`src/sv/bpdc_pkg.sv`:
```
// shared types and constants for the bmp pixel depth converter
// no dependencies; imported by every module of the block
`default_nettype none

package bpdc_pkg;

    localparam int CFG_W    = 13;
    localparam int QDEPTH   = 4;
    localparam int QAW      = 2;

    // configuration register indexes
    localparam logic [1:0] REG_CONV_MODE    = 2'd0;
    localparam logic [1:0] REG_WIDTH_PIXELS = 2'd1;
    localparam logic [1:0] REG_HEIGHT_ROWS  = 2'd2;

    // conversion modes
    localparam logic MODE_24_TO_16 = 1'b0;
    localparam logic MODE_16_TO_24 = 1'b1;

    typedef struct packed {
        logic             mode;
        logic [CFG_W-1:0] width_pixels;
        logic [CFG_W-1:0] height_rows;
    } t_cfg;

    // one converted pixel waiting for the output side
    typedef struct packed {
        logic        mode;
        logic [15:0] px;       // packed rgb555 word (mode 0) or raw source word (mode 1)
        logic [1:0]  opad;     // zero bytes appended after the pixel
        logic        row_end;
        logic        img_end;
    } t_job;

    // 5-bit channel to 8-bit, c*255/31 rounded down
    localparam logic [7:0] EXPAND5 [32] = '{
        8'd0,   8'd8,   8'd16,  8'd24,  8'd32,  8'd41,  8'd49,  8'd57,
        8'd65,  8'd74,  8'd82,  8'd90,  8'd98,  8'd106, 8'd115, 8'd123,
        8'd131, 8'd139, 8'd148, 8'd156, 8'd164, 8'd172, 8'd180, 8'd189,
        8'd197, 8'd205, 8'd213, 8'd222, 8'd230, 8'd238, 8'd246, 8'd255
    };

    // zero reads as one, anything above the limit saturates
    function automatic logic [31:0] clamp_size(logic [CFG_W-1:0] v, logic [31:0] maxv);
        logic [31:0] v32;
        v32 = {{(32-CFG_W){1'b0}}, v};
        if (v32 == 32'd0) begin
            return 32'd1;
        end else if (v32 > maxv) begin
            return maxv;
        end
        return v32;
    endfunction

endpackage

`default_nettype wire

```
`src/sv/bmp_pixel_depth_converter.sv`:
```
// bmp pixel depth converter, top level: configuration registers and the
// front end, pixel queue and back end; uses bpdc_pkg
//
// Source pixel bytes of a bottom-up BMP image enter on the input channel,
// row padding included, one byte per transaction. Mode 0 turns each B,G,R
// triple into a little-endian rgb555 word (two bytes); mode 1 turns each
// rgb555 word into B,G,R bytes. Output rows are zero padded to a multiple
// of four bytes after the row's last pixel; input padding is dropped.
// Config writes (index 0 mode, 1 width, 2 height) are always accepted and
// return the stream to the start of an image; write them only when idle.
// Input takes one byte per cycle while the queue has room; the output side
// delivers one byte per cycle while a pixel is queued and the receiver is
// ready; mode 0 emits 2/3 byte per input byte, mode 1 3/2, plus row padding,
// so the back end sets the sustained rate in mode 1. A pixel's first output
// byte passes the queue write, then the output register load. The four-entry
// queue absorbs stalls of the receiver; when it fills, input ready drops
// on the byte that would complete a pixel. Reset restores mode 0, width 1,
// height 1 and empties the queue and output register.
`default_nettype none

module bmp_pixel_depth_converter import bpdc_pkg::*; #(
    parameter int MAX_WIDTH  = 4096,
    parameter int MAX_HEIGHT = 4096
) (
    input  wire logic             i_clk,
    input  wire logic             i_rst_n,
    input  wire logic             i_cfg_valid,
    output logic                  o_cfg_ready,
    input  wire logic [1:0]       i_cfg_index,
    input  wire logic [CFG_W-1:0] i_cfg_data,
    input  wire logic             i_in_valid,
    output logic                  o_in_ready,
    input  wire logic [7:0]       i_in_byte,
    output logic                  o_out_valid,
    input  wire logic             i_out_ready,
    output logic [7:0]            o_out_byte,
    output logic                  o_last_of_run,
    output logic                  o_row_done,
    output logic                  o_image_done
);

    t_cfg r_cfg;
    logic cfg_write, clear;
    logic q_push, q_full, q_pop, q_not_empty;
    t_job push_job, head_job;

    assign o_cfg_ready = 1'b1;
    assign cfg_write   = i_cfg_valid && o_cfg_ready;
    // an unknown index leaves the configuration registers and stream position alone
    assign clear = cfg_write && (i_cfg_index == REG_CONV_MODE ||
                                 i_cfg_index == REG_WIDTH_PIXELS ||
                                 i_cfg_index == REG_HEIGHT_ROWS);

    always_ff @(posedge i_clk) begin
        if (!i_rst_n) begin
            r_cfg.mode         <= MODE_24_TO_16;
            r_cfg.width_pixels <= CFG_W'(1);
            r_cfg.height_rows  <= CFG_W'(1);
        end else if (cfg_write) begin
            case (i_cfg_index)
                REG_CONV_MODE:    r_cfg.mode         <= i_cfg_data[0];
                REG_WIDTH_PIXELS: r_cfg.width_pixels <= i_cfg_data;
                REG_HEIGHT_ROWS:  r_cfg.height_rows  <= i_cfg_data;
                default:          r_cfg              <= r_cfg;
            endcase
        end
    end

    bpdc_front #(
        .MAX_WIDTH  (MAX_WIDTH),
        .MAX_HEIGHT (MAX_HEIGHT)
    ) u_front (
        .i_clk      (i_clk),
        .i_rst_n    (i_rst_n),
        .i_cfg      (r_cfg),
        .i_clear    (clear),
        .i_in_valid (i_in_valid),
        .o_in_ready (o_in_ready),
        .i_in_byte  (i_in_byte),
        .i_q_full   (q_full),
        .o_push     (q_push),
        .o_job      (push_job)
    );

    bpdc_queue u_queue (
        .i_clk       (i_clk),
        .i_rst_n     (i_rst_n),
        .i_push      (q_push),
        .i_job       (push_job),
        .o_full      (q_full),
        .i_pop       (q_pop),
        .o_not_empty (q_not_empty),
        .o_job       (head_job)
    );

    bpdc_back u_back (
        .i_clk         (i_clk),
        .i_rst_n       (i_rst_n),
        .i_q_not_empty (q_not_empty),
        .i_job         (head_job),
        .o_pop         (q_pop),
        .o_out_valid   (o_out_valid),
        .i_out_ready   (i_out_ready),
        .o_out_byte    (o_out_byte),
        .o_last_of_run (o_last_of_run),
        .o_row_done    (o_row_done),
        .o_image_done  (o_image_done)
    );

endmodule

`default_nettype wire

```
`src/sv/bpdc_front.sv`:
```
// front end: accepts source bytes, drops row padding, gathers pixels,
// tracks column and row position; uses bpdc_pkg
`default_nettype none

module bpdc_front import bpdc_pkg::*; #(
    parameter int MAX_WIDTH  = 4096,
    parameter int MAX_HEIGHT = 4096
) (
    input  wire logic       i_clk,
    input  wire logic       i_rst_n,
    input  wire t_cfg       i_cfg,
    input  wire logic       i_clear,
    input  wire logic       i_in_valid,
    output logic            o_in_ready,
    input  wire logic [7:0] i_in_byte,
    input  wire logic       i_q_full,
    output logic            o_push,
    output t_job            o_job
);

    localparam int CW = (MAX_WIDTH  > 1) ? $clog2(MAX_WIDTH)  : 1;
    localparam int RW = (MAX_HEIGHT > 1) ? $clog2(MAX_HEIGHT) : 1;

    logic [1:0]    r_phase, n_phase;
    logic [15:0]   r_held, n_held;
    logic [CW-1:0] r_col, n_col;
    logic [RW-1:0] r_row, n_row;
    logic [1:0]    r_pad, n_pad;

    logic [31:0] w32, h32;
    logic        complete, accept, row_end, img_end;
    logic [1:0]  pad2, pad3, opad, ipad;

    assign w32 = clamp_size(i_cfg.width_pixels, 32'(MAX_WIDTH));
    assign h32 = clamp_size(i_cfg.height_rows, 32'(MAX_HEIGHT));

    // 2w mod 4 for 16-bit rows, (-3w) mod 4 = w mod 4 for 24-bit rows
    assign pad2 = {w32[0], 1'b0};
    assign pad3 = w32[1:0];

    assign complete = (r_pad == 2'd0) &&
                      ((i_cfg.mode == MODE_16_TO_24) ? (r_phase != 2'd0) : (r_phase == 2'd2));
    assign o_in_ready = !complete || !i_q_full;
    assign accept     = i_in_valid && o_in_ready;

    assign row_end = (32'(r_col) + 32'd1) >= w32;
    assign img_end = row_end && ((32'(r_row) + 32'd1) >= h32);
    assign opad    = (i_cfg.mode == MODE_16_TO_24) ? pad3 : pad2;
    assign ipad    = (i_cfg.mode == MODE_16_TO_24) ? pad2 : pad3;

    always_comb begin
        o_job.mode    = i_cfg.mode;
        o_job.row_end = row_end;
        o_job.img_end = img_end;
        o_job.opad    = row_end ? opad : 2'd0;
        if (i_cfg.mode == MODE_16_TO_24) begin
            o_job.px = {i_in_byte, r_held[7:0]};
        end else begin
            o_job.px = {1'b0, i_in_byte[7:3], r_held[15:11], r_held[7:3]};
        end
    end

    assign o_push = accept && complete;

    always_comb begin
        n_phase = r_phase;
        n_held  = r_held;
        n_col   = r_col;
        n_row   = r_row;
        n_pad   = r_pad;
        if (i_clear) begin
            n_phase = 2'd0;
            n_held  = 16'd0;
            n_col   = '0;
            n_row   = '0;
            n_pad   = 2'd0;
        end else if (accept) begin
            if (r_pad != 2'd0) begin
                n_pad = r_pad - 2'd1;
            end else if (complete) begin
                n_phase = 2'd0;
                n_held  = 16'd0;
                if (row_end) begin
                    n_col = '0;
                    n_pad = ipad;
                    n_row = img_end ? '0 : RW'(32'(r_row) + 32'd1);
                end else begin
                    n_col = CW'(32'(r_col) + 32'd1);
                end
            end else if (r_phase == 2'd0) begin
                n_held  = {8'd0, i_in_byte};
                n_phase = 2'd1;
            end else begin
                n_held  = {i_in_byte, r_held[7:0]};
                n_phase = 2'd2;
            end
        end
    end

    always_ff @(posedge i_clk) begin
        if (!i_rst_n) begin
            r_phase <= 2'd0;
            r_col   <= '0;
            r_row   <= '0;
            r_pad   <= 2'd0;
        end else begin
            r_phase <= n_phase;
            r_col   <= n_col;
            r_row   <= n_row;
            r_pad   <= n_pad;
        end
    end

    always_ff @(posedge i_clk) begin
        r_held <= n_held;
    end

    // padding is only skipped between whole pixels
    a_pad_between_pixels: assert property (@(posedge i_clk) disable iff (!i_rst_n)
        (r_pad != 2'd0) |-> (r_phase == 2'd0))
        else $error("front: padding skip inside a pixel");

endmodule

`default_nettype wire

```
`src/sv/bpdc_queue.sv`:
```
// short pixel queue between front and back ends
// uses bpdc_pkg for the entry type and depth
`default_nettype none

module bpdc_queue import bpdc_pkg::*; (
    input  wire logic i_clk,
    input  wire logic i_rst_n,
    input  wire logic i_push,
    input  wire t_job i_job,
    output logic      o_full,
    input  wire logic i_pop,
    output logic      o_not_empty,
    output t_job      o_job
);

    t_job           r_mem [QDEPTH];
    logic [QAW-1:0] r_wr, r_rd;
    logic [QAW:0]   r_count;

    assign o_full      = (r_count == (QAW+1)'(QDEPTH));
    assign o_not_empty = (r_count != '0);
    assign o_job       = r_mem[r_rd];

    always_ff @(posedge i_clk) begin
        if (!i_rst_n) begin
            r_wr    <= '0;
            r_rd    <= '0;
            r_count <= '0;
        end else begin
            if (i_push) begin
                r_wr <= r_wr + 1'b1;
            end
            if (i_pop) begin
                r_rd <= r_rd + 1'b1;
            end
            case ({i_push, i_pop})
                2'b10:   r_count <= r_count + 1'b1;
                2'b01:   r_count <= r_count - 1'b1;
                default: r_count <= r_count;
            endcase
        end
    end

    always_ff @(posedge i_clk) begin
        if (i_push) begin
            r_mem[r_wr] <= i_job;
        end
    end

    a_count_bound: assert property (@(posedge i_clk) disable iff (!i_rst_n)
        r_count <= (QAW+1)'(QDEPTH))
        else $error("queue: occupancy above depth");

    a_push_counts: assert property (@(posedge i_clk) disable iff (!i_rst_n)
        (i_push && !i_pop) |=> (r_count == $past(r_count) + 1'b1))
        else $error("queue: push lost");

endmodule

`default_nettype wire

```
`src/sv/bpdc_back.sv`:
```
// back end: expands one queued pixel into its output bytes and row padding,
// holds them in an output register; uses bpdc_pkg
`default_nettype none

module bpdc_back import bpdc_pkg::*; (
    input  wire logic i_clk,
    input  wire logic i_rst_n,
    input  wire logic i_q_not_empty,
    input  wire t_job i_job,
    output logic      o_pop,
    output logic       o_out_valid,
    input  wire logic  i_out_ready,
    output logic [7:0] o_out_byte,
    output logic       o_last_of_run,
    output logic       o_row_done,
    output logic       o_image_done
);

    logic [2:0] r_idx;
    logic       r_ov;
    logic [7:0] r_byte;
    logic       r_last, r_row, r_img;

    logic [2:0] n_total;
    logic       load, last;
    logic [7:0] sel_byte;

    assign n_total = ((i_job.mode == MODE_16_TO_24) ? 3'd3 : 3'd2) + {1'b0, i_job.opad};
    assign last    = (r_idx == n_total - 3'd1);
    assign load    = i_q_not_empty && (!r_ov || i_out_ready);
    assign o_pop   = load && last;

    always_comb begin
        sel_byte = 8'd0;
        if (i_job.mode == MODE_16_TO_24) begin
            case (r_idx)
                3'd0:    sel_byte = EXPAND5[i_job.px[4:0]];
                3'd1:    sel_byte = EXPAND5[i_job.px[9:5]];
                3'd2:    sel_byte = EXPAND5[i_job.px[14:10]];
                default: sel_byte = 8'd0;
            endcase
        end else begin
            case (r_idx)
                3'd0:    sel_byte = i_job.px[7:0];
                3'd1:    sel_byte = i_job.px[15:8];
                default: sel_byte = 8'd0;
            endcase
        end
    end

    always_ff @(posedge i_clk) begin
        if (!i_rst_n) begin
            r_idx <= 3'd0;
            r_ov  <= 1'b0;
        end else if (load) begin
            r_idx <= last ? 3'd0 : r_idx + 3'd1;
            r_ov  <= 1'b1;
        end else if (i_out_ready) begin
            r_ov  <= 1'b0;
        end
    end

    always_ff @(posedge i_clk) begin
        if (load) begin
            r_byte <= sel_byte;
            r_last <= last;
            r_row  <= last && i_job.row_end;
            r_img  <= last && i_job.img_end;
        end
    end

    assign o_out_valid   = r_ov;
    assign o_out_byte    = r_byte;
    assign o_last_of_run = r_last;
    assign o_row_done    = r_row;
    assign o_image_done  = r_img;

    a_image_end_closes_row: assert property (@(posedge i_clk) disable iff (!i_rst_n)
        (r_ov && r_img) |-> (r_row && r_last))
        else $error("back: image end without row end");

endmodule

`default_nettype wire
```
`config.mk`:
```
export PLATFORM = sky130hd
export DESIGN_NAME = bmp_pixel_depth_converter
export DESIGN_NICKNAME = d
export VERILOG_FILES = /design/src/sv/bpdc_pkg.sv /design/src/sv/bmp_pixel_depth_converter.sv /design/src/sv/bpdc_front.sv /design/src/sv/bpdc_queue.sv /design/src/sv/bpdc_back.sv
export SDC_FILE = /design/constraint.sdc
export NUM_CORES = 1
export LEC_CHECK = 0
export BUFFER_PORTS_ARGS = -buffer_cell sky130_fd_sc_hd__buf_2
export CAP_MARGIN = 0
export CORE_UTILIZATION = 50
export CTS_BUF_LIST = sky130_fd_sc_hd__clkbuf_8 sky130_fd_sc_hd__clkbuf_16
export CTS_CLUSTER_SIZE = 30
export DETAILED_ROUTE_END_ITERATION = 7
export PLACE_DENSITY = 0.74
export REMOVE_ABC_BUFFERS = 1
export SLEW_MARGIN = 20
export SYNTH_ARGS = -nofsm -noshare
export SYNTH_HDL_FRONTEND = slang
export SYNTH_HIERARCHICAL = 1
export SYNTH_SLANG_ARGS = --single-unit
```
`constraint.sdc`:
```
create_clock -name i_clk -period 7.9 [get_ports i_clk]
set_input_delay 1.58 -clock i_clk [delete_from_list [all_inputs] [get_ports i_clk]]
set_output_delay 1.58 -clock i_clk [all_outputs]
set_load 0.1 [all_outputs]
```
======== Word-level counts from Yosys, hierarchy flattened ========
Memories as Yosys holds them, arrays and structs flattened. A register that Yosys moved wholly into a read port is not among the register bits.
Index checks and enable logic that the tools add are counted.
storage, ports and cells
  ROM bits ................................ 768
  input bits .............................. 28
  output and inout port bits .............. 14
  word-level logic and storage cells ...... 134
  flip-flop bits (word level) ............. 93
  memories ................................ 4
  RAM bits ................................ 84
operators by class
  order comparisons ....................... 7
  equal/unequal tests ..................... 9
  reductions and logical operators ........ 39
  multiplexer cells ....................... 42
  $add $sub $neg .......................... 10
  bitwise logic cells ..................... 5
memories
  memory           words  bits a word  rd ports  clocked after Yosys merged registers in  write ports  RTL line          text
  (no name shown)  32     8            1         0                                        0            bpdc_back.sv:39   3'd2: sel_byte = EXPAND5[i_job.px[14:10]];
  (no name shown)  32     8            1         0                                        0            bpdc_back.sv:37   3'd0: sel_byte = EXPAND5[i_job.px[4:0]];
  (no name shown)  32     8            1         0                                        0            bpdc_back.sv:38   3'd1: sel_byte = EXPAND5[i_job.px[9:5]];
  u_queue.r_mem    4      21           1         1                                        1            bpdc_queue.sv:16  t_job r_mem [QDEPTH];
operators by type and width
  cell                                                                number
  32-bit two-way mux                                                  6
  32-bit >= comparator                                                2
  8-bit two-way mux                                                   7
  16-bit two-way mux                                                  3
  12-bit by 1-bit adder with 13-bit output, second input constant     2
  13-bit greater-than comparator, second input constant               2
  13-bit zero test                                                    2
  12-bit two-way mux                                                  2
  8-bit case mux with 3 select lines                                  1
  2-bit two-way mux                                                   10
  6-bit >= comparator, second input constant                          3
  5-bit NOT with 6-bit output                                         3
  8-bit case mux with 2 select lines                                  1
  2-bit nonzero test                                                  7
  1-bit two-way mux                                                   10
  1-bit logical AND                                                   9
  3-bit AND reduction                                                 3
  2-bit AND reduction                                                 4
  3-bit by 1-bit adder with 3-bit output, second input constant       2
  2-bit == test, second input constant                                3
  2-bit zero test                                                     3
  3-bit case mux with 2 select lines                                  1
  3-bit by 1-bit subtractor with 3-bit output, second input constant  2
  2-bit by 1-bit adder with 2-bit output, second input constant       2
  other kinds (15)                                                    22

======== Longest topological paths before layout ========
  depth in word-level cells ............... 9
  depth in mapped cells ................... 16
  mapped depth without buffers ............ 14

======== By module ========
Netlist, hierarchy kept.
modules (own cells, without submodules)
  module                     instances  cells an instance  area an instance (um^2)
  bpdc_queue                 1          155                3,483.3
  bpdc_front                 1          378                3,042.9
  bpdc_back                  1          123                1,122.3
  bmp_pixel_depth_converter  1          109                1,083.5

======== Worst setup path after synthesis ========
No wires, ideal clock.
  path kind ............................... input port to flip-flop
  start ................................... input i_out_ready
  end ..................................... register u_queue.r_count[2]
  arrival time ............................ 3.501 ns
  buffers on the path ..................... 0
  slack ................................... 4.323 ns
  required time ........................... 7.824 ns
  cell stages on the path ................. 10
  setup time .............................. 0.076 ns
  path through ............................ nand2b_1 nand2_1 inv_1 and2_2 ha_1 inv_1 fa_1 xor2_1 or3_1 a21boi_0
between the ends
  cells in the longest elaborated chain, start to end .. 5
ends and longest elaborated chain
  what                                                                              RTL line                         text
  from (decl)                                                                       bmp_pixel_depth_converter.sv:35  input wire logic i_out_ready,
  1-bit logical OR *                                                                bpdc_back.sv:30                  assign load = i_q_not_empty && (!r_ov || i_out_ready);
  1-bit logical AND *                                                               bpdc_back.sv:30
  named net u_back.load                                                             bpdc_back.sv:25                  logic load, last;
  1-bit logical AND *                                                               bpdc_back.sv:31                  assign o_pop = load && last;
  named net q_pop                                                                   bmp_pixel_depth_converter.sv:44  logic q_push, q_full, q_pop, q_not_empty;
  2-bit by 1-bit == test with 1-bit output / 2-bit == test (equally long branches)  bpdc_queue.sv:36                 case ({i_push, i_pop})
  3-bit case mux with 2 select lines / 2-bit nonzero test (equally long branches)   n/a
  to (signal assigned)                                                              bpdc_queue.sv:37                 2'b10: r_count <= r_count + 1'b1;
  to (signal assigned)                                                              bpdc_queue.sv:38                 2'b01: r_count <= r_count - 1'b1;
  to (signal assigned)                                                              bpdc_queue.sv:39                 default: r_count <= r_count;
  to (decl)                                                                         bpdc_queue.sv:18                 logic [QAW:0] r_count;
The timed path passes the listed nets; every way through them passes the cells marked *.
A chain may end at the register's enable or synchronous reset.

==> results by group <==
Status
  • Status: complete, no violations

Cells and area
  • Ant diodes: 0
  • Share of cells above drive strength 1: 16.2%
  • Post-route cell area: 9640 sq um
  • Synthesis-to-layout area growth: 10.4%
  • Layout net count: 859

Critical path
  • Startpoint-to-endpoint class of the critical path: flop to flop
  • Crit-path max FO: 21
  • Data arrival time at the worst-slack endpoint: 4590 ps
  • Worst reg2reg setup slack: roughly 3700 ps
  • Cell chain of the critical path: buf_4, mux4_1, inv_1, ha_1, inv_1, ha_1, xor2_2, nor3_2, and2_2, ha_1, inv_1, fa_1, xor2_1, or3_1, a21boi_0
  • Reg-to-Reg End: u_queue/r_count[2]$_SDFFE_PN0P_
  • CP top delay family: adder cells
  • Setup crit end kind: flop
  • Worst stage delay on the critical path: 770 ps
  • Startpoint Class: flop
  • Number of logic stages on the critical path including buffering: 15
  • Worst Reg-to-Reg Cells: 15
  • Critical Path RT: 8260 ps
  • Worst path slowest cell: sky130_fd_sc_hd__mux4_1
  • Buffers and inverters on the worst path: 4

STA
  • Slew of the pin with the lowest slew margin: 1090 ps
  • Slew Viols, Final: 0
  • Highest attainable clock frequency: 0.236 GHz
  • Final-layout setup total negative slack: 0 ps
  • Max transition margin: 27.6%
  • Setup repair after global routing missed its margin: no
  • Tmin final: 4230 ps
  • Endpoints failing hold: 0
  • Endpoints failing setup: 0
  • Clock Skews: 7.33 ps
  • Share of the cycle needed by the critical path after routing: 53.6%

Hold path
  • Source of the worst hold timing path: r_cfg[11]$_SDFFE_PN0P_
  • Path type of the worst min-delay path: flop to flop
  • Hold Path End: r_cfg[11]$_SDFFE_PN0P_
  • Number of cells on the worst hold path: 2

Power
  • Share of total power consumed by net switching: 25.0%
  • Comb pwr share: 8.2%
  • Int Power: roughly 1.5 mW
  • Reg power frac: 50.2%
  • Total net switching power: 0.496 mW
  • Total power density per cell area: 206 nW/um^2
  • Worst ir drop on vdd: 0.167 mV
  • P_leak: roughly 3.6 nW
  • Overall power consumption: 1.98 mW
  • Clock network fraction of design power: about two fifths

Job
  • Max capacitance violation total: 0

Die
  • Die outline width: approximately 130 um
  • Area of the core region: 16800 sq um
  • Effective utilization at floorplan: 51.9%
  • DIE HEIGHT: 134 um
  • FP Rows: 47
  • Die area: 18000 sq um
  • I/O pin count: 42

Drt
  • Via count normalized by instance count: 5.93
  • Detail-routed net length per standard cell: approximately 17 um
  • Number of DRC violations after detailed-routing iteration 0: 498
  • Routed WL: 17.7 mm
  • DRC violations left: 0
  • Vias after detailed routing: 6068
  • Drt pass-1 iters: 8
  • DRT antenna net count: 0

Placed design
  • Number of input and output port buffers inserted: 40
  • Weighted congestion at the end of routability-driven global placement: 0.927
  • HPWL after DPL: 11.7 mm
  • Placed inst area: 9040 sq um

Clock tree
  • Clock transition at path regs: 70 ps
  • Total clock sinks: 176
  • Clock network latency to the later pin of the worst-skew pair: 430 ps
  • Maximum level of the CTS H-tree: 4
  • Count of cells resized by post-cts repair: 0
  • Hold-fix buffer count after cts: 0
  • Inserted Clock Buffers: 17
  • Post-CTS Repair Setup Buffers: 0
  • CTS tree: built
  • Clock root cell: sky130_fd_sc_hd__clkbuf_16
  • Buffer depth of the longest clock path: 2

GRT
  • Initial antenna violation count: 0
  • Largest net degree at the start of global routing: 56
  • Remaining global-route overflow: 0
  • Overall routing resource usage: between 20% and 30%
  • Number of global-route vias before repair: 5576
  • Global-route wire length before repair: 28.8 mm

Synthesis
  • Largest cells by area after synthesis: sky130_fd_sc_hd__edfxtp_1 (33%), sky130_fd_sc_hd__dfxtp_1 (19%), sky130_fd_sc_hd__ha_1 (5.6%)
  • Leading area contributor after synthesis: sky130_fd_sc_hd__edfxtp_1
  • Syn. warnings: 6
  • Sequential element share of the synthesized area: around half
  • Count of mapped cells out of synthesis: 765
  • Most numerous cell in the Yosys netlist: sky130_fd_sc_hd__edfxtp_1
  • Number of enable-type register cells in the synthesized netlist: 95
  • Number of storage elements in the synthesis netlist: 176
  • Prevailing post-synth register cell: sky130_fd_sc_hd__edfxtp_1
  • Post-synthesis instance area: 8730 sq um
  • Number of different library cells in the post-synthesis netlist: 72
  • Commonest cells in the netlist: sky130_fd_sc_hd__edfxtp_1 (95), sky130_fd_sc_hd__nand2_1 (92), sky130_fd_sc_hd__dfxtp_1 (81), sky130_fd_sc_hd__ha_1 (39), sky130_fd_sc_hd__nor2_1 (31)
  • Post-Synthesis Mean Instance Area: 11.4 sq um
  • Async SR Flop Fraction: 0%
  • Proportion of netlist area held by the largest area contributor: 32.7%
==> stage by stage <==
step	hold slack [ps]	setup WS, ps	util, %	cells
finish	483	3670	57.3	1024
global route	512	3330	57.3	1024
CTS	484	3640	57.3	1024
detailed placement	474	3580	53.8	992
global placement	465	3660	53.8	992
floorplan	448	3540	-	726
==> tightest hold or removal path: stages (launching register included) <==
cell and delay, ps:
sky130_fd_sc_hd__dfxtp_1 320, sky130_fd_sc_hd__nand2_1 60, sky130_fd_sc_hd__mux2i_1 60
==> layout by cell type, fill, tap and decap left out, types with 5 or more instances in the layout <==
| cell | netlist | layout |
|---|---|---|
| sky130_fd_sc_hd__and2_1 | 12 | 12 |
| sky130_fd_sc_hd__a211oi_1 | 6 | 6 |
| sky130_fd_sc_hd__inv_1 | 19 | 20 |
| sky130_fd_sc_hd__nand3_1 | 27 | 27 |
| sky130_fd_sc_hd__nand2_1 | 92 | 92 |
| sky130_fd_sc_hd__dfxtp_1 | 81 | 80 |
| sky130_fd_sc_hd__a31oi_1 | 20 | 20 |
| sky130_fd_sc_hd__inv_6 | 0 | 5 |
| sky130_fd_sc_hd__a22oi_1 | 19 | 19 |
| sky130_fd_sc_hd__buf_4 | 6 | 6 |
| sky130_fd_sc_hd__ha_1 | 39 | 39 |
| sky130_fd_sc_hd__a21oi_1 | 20 | 20 |
| sky130_fd_sc_hd__edfxtp_1 | 95 | 95 |
| sky130_fd_sc_hd__clkbuf_16 | 0 | 19 |
| sky130_fd_sc_hd__mux2i_1 | 29 | 29 |
| sky130_fd_sc_hd__or3_1 | 21 | 21 |
| sky130_fd_sc_hd__nand2b_1 | 7 | 7 |
| sky130_fd_sc_hd__buf_2 | 7 | 40 |
| sky130_fd_sc_hd__and3_1 | 9 | 9 |
| sky130_fd_sc_hd__xnor2_1 | 18 | 18 |
| sky130_fd_sc_hd__o211ai_1 | 15 | 15 |
| sky130_fd_sc_hd__nor2b_1 | 14 | 14 |
| sky130_fd_sc_hd__mux2_2 | 16 | 16 |
| sky130_fd_sc_hd__o22ai_1 | 13 | 13 |
| sky130_fd_sc_hd__o21ai_0 | 11 | 11 |
| sky130_fd_sc_hd__xor2_1 | 9 | 9 |
| sky130_fd_sc_hd__nand4_1 | 5 | 5 |
| sky130_fd_sc_hd__nor3_1 | 10 | 10 |
| sky130_fd_sc_hd__mux4_2 | 20 | 20 |
| sky130_fd_sc_hd__nor2_1 | 31 | 31 |
==> power groups by stage <==
| stage | combinational [mW] | sequential (mW) | clock, mW |
|---|---|---|---|
| after floorplan | 0.0956 | 1.03 | 0 |
| after global placement | 0.159 | 1.02 | 0 |
| after detailed placement | 0.161 | 1.02 | 0 |
| after CTS | 0.162 | 0.996 | 0.835 |
| after global routing | 0.177 | 0.998 | 0.875 |
| final | 0.163 | 0.996 | 0.825 |
==> registers in the layout, indices dropped and copies added (netlist names), 2 cells and up, named ones only <==
| name | flops |
|---|---|
| u_queue/r_mem | 84 |
| r_cfg | 27 |
| u_front/r_held | 13 |
| u_front/r_col | 12 |
| u_front/r_row | 12 |
| u_back/o_out_byte | 8 |
| u_back/r_idx | 3 |
| u_queue/r_count | 3 |
| u_front/r_pad | 2 |
| u_front/r_phase | 2 |
| u_queue/r_rd | 2 |
| u_queue/r_wr | 2 |
==> layout make-up <==
cell class	instances	area [sq um]
repair buffers	46	245
fillers	1398	7180
well taps	220	275
flip-flops and latches	176	4480
clock buffers	19	475
multi-input cells	529	3970
inverters	21	78.8
clock inverters	13	115
==> how the worst max path moves through the flow <==
stage               startpoint                              end  slack, ps
floorplan                 flop  u_queue/r_count[2]$_SDFFE_PN0P_       3540
global placement    i_in_valid  u_queue/r_count[2]$_SDFFE_PN0P_       3660
detailed placement  i_in_valid  u_queue/r_count[2]$_SDFFE_PN0P_       3580
CTS                       flop  u_queue/r_count[2]$_SDFFE_PN0P_       3640
global route              flop  u_queue/r_count[2]$_SDFFE_PN0P_       3330
finish                    flop  u_queue/r_count[2]$_SDFFE_PN0P_       3670
==> cell families (layout without fill, tap and decap cells) <==
family / count (synthesis) / after routing / synth area share (%)
and+or+nand+nor: 256 / 256 / 15.0
DFF: 176 / 176 / 51.2
AOI/OAI and AO/OA: 136 / 136 / 10.7
muxes: 66 / 66 / 10.8
buffers and inverters: 60 / 99 / 3.28
adders and majority gates: 42 / 42 / 6.05
xor gates and xnor gates: 28 / 28 / 2.89
other: 1 / 1 / 0.0429
==> layer usage <==
layer | global-route usage (%) | wire (um) | vias to the layer above
met5 | 0 | 0 | -
met4 | 7.30 | 256 | 0
met3 | 3.55 | 1060 | 23
met2 | 30.7 | 7890 | 217
met1 | 30.3 | 8480 | 2903
li1 | - | - | 2925
Note: power is estimated with default switching activity, not from simulation.
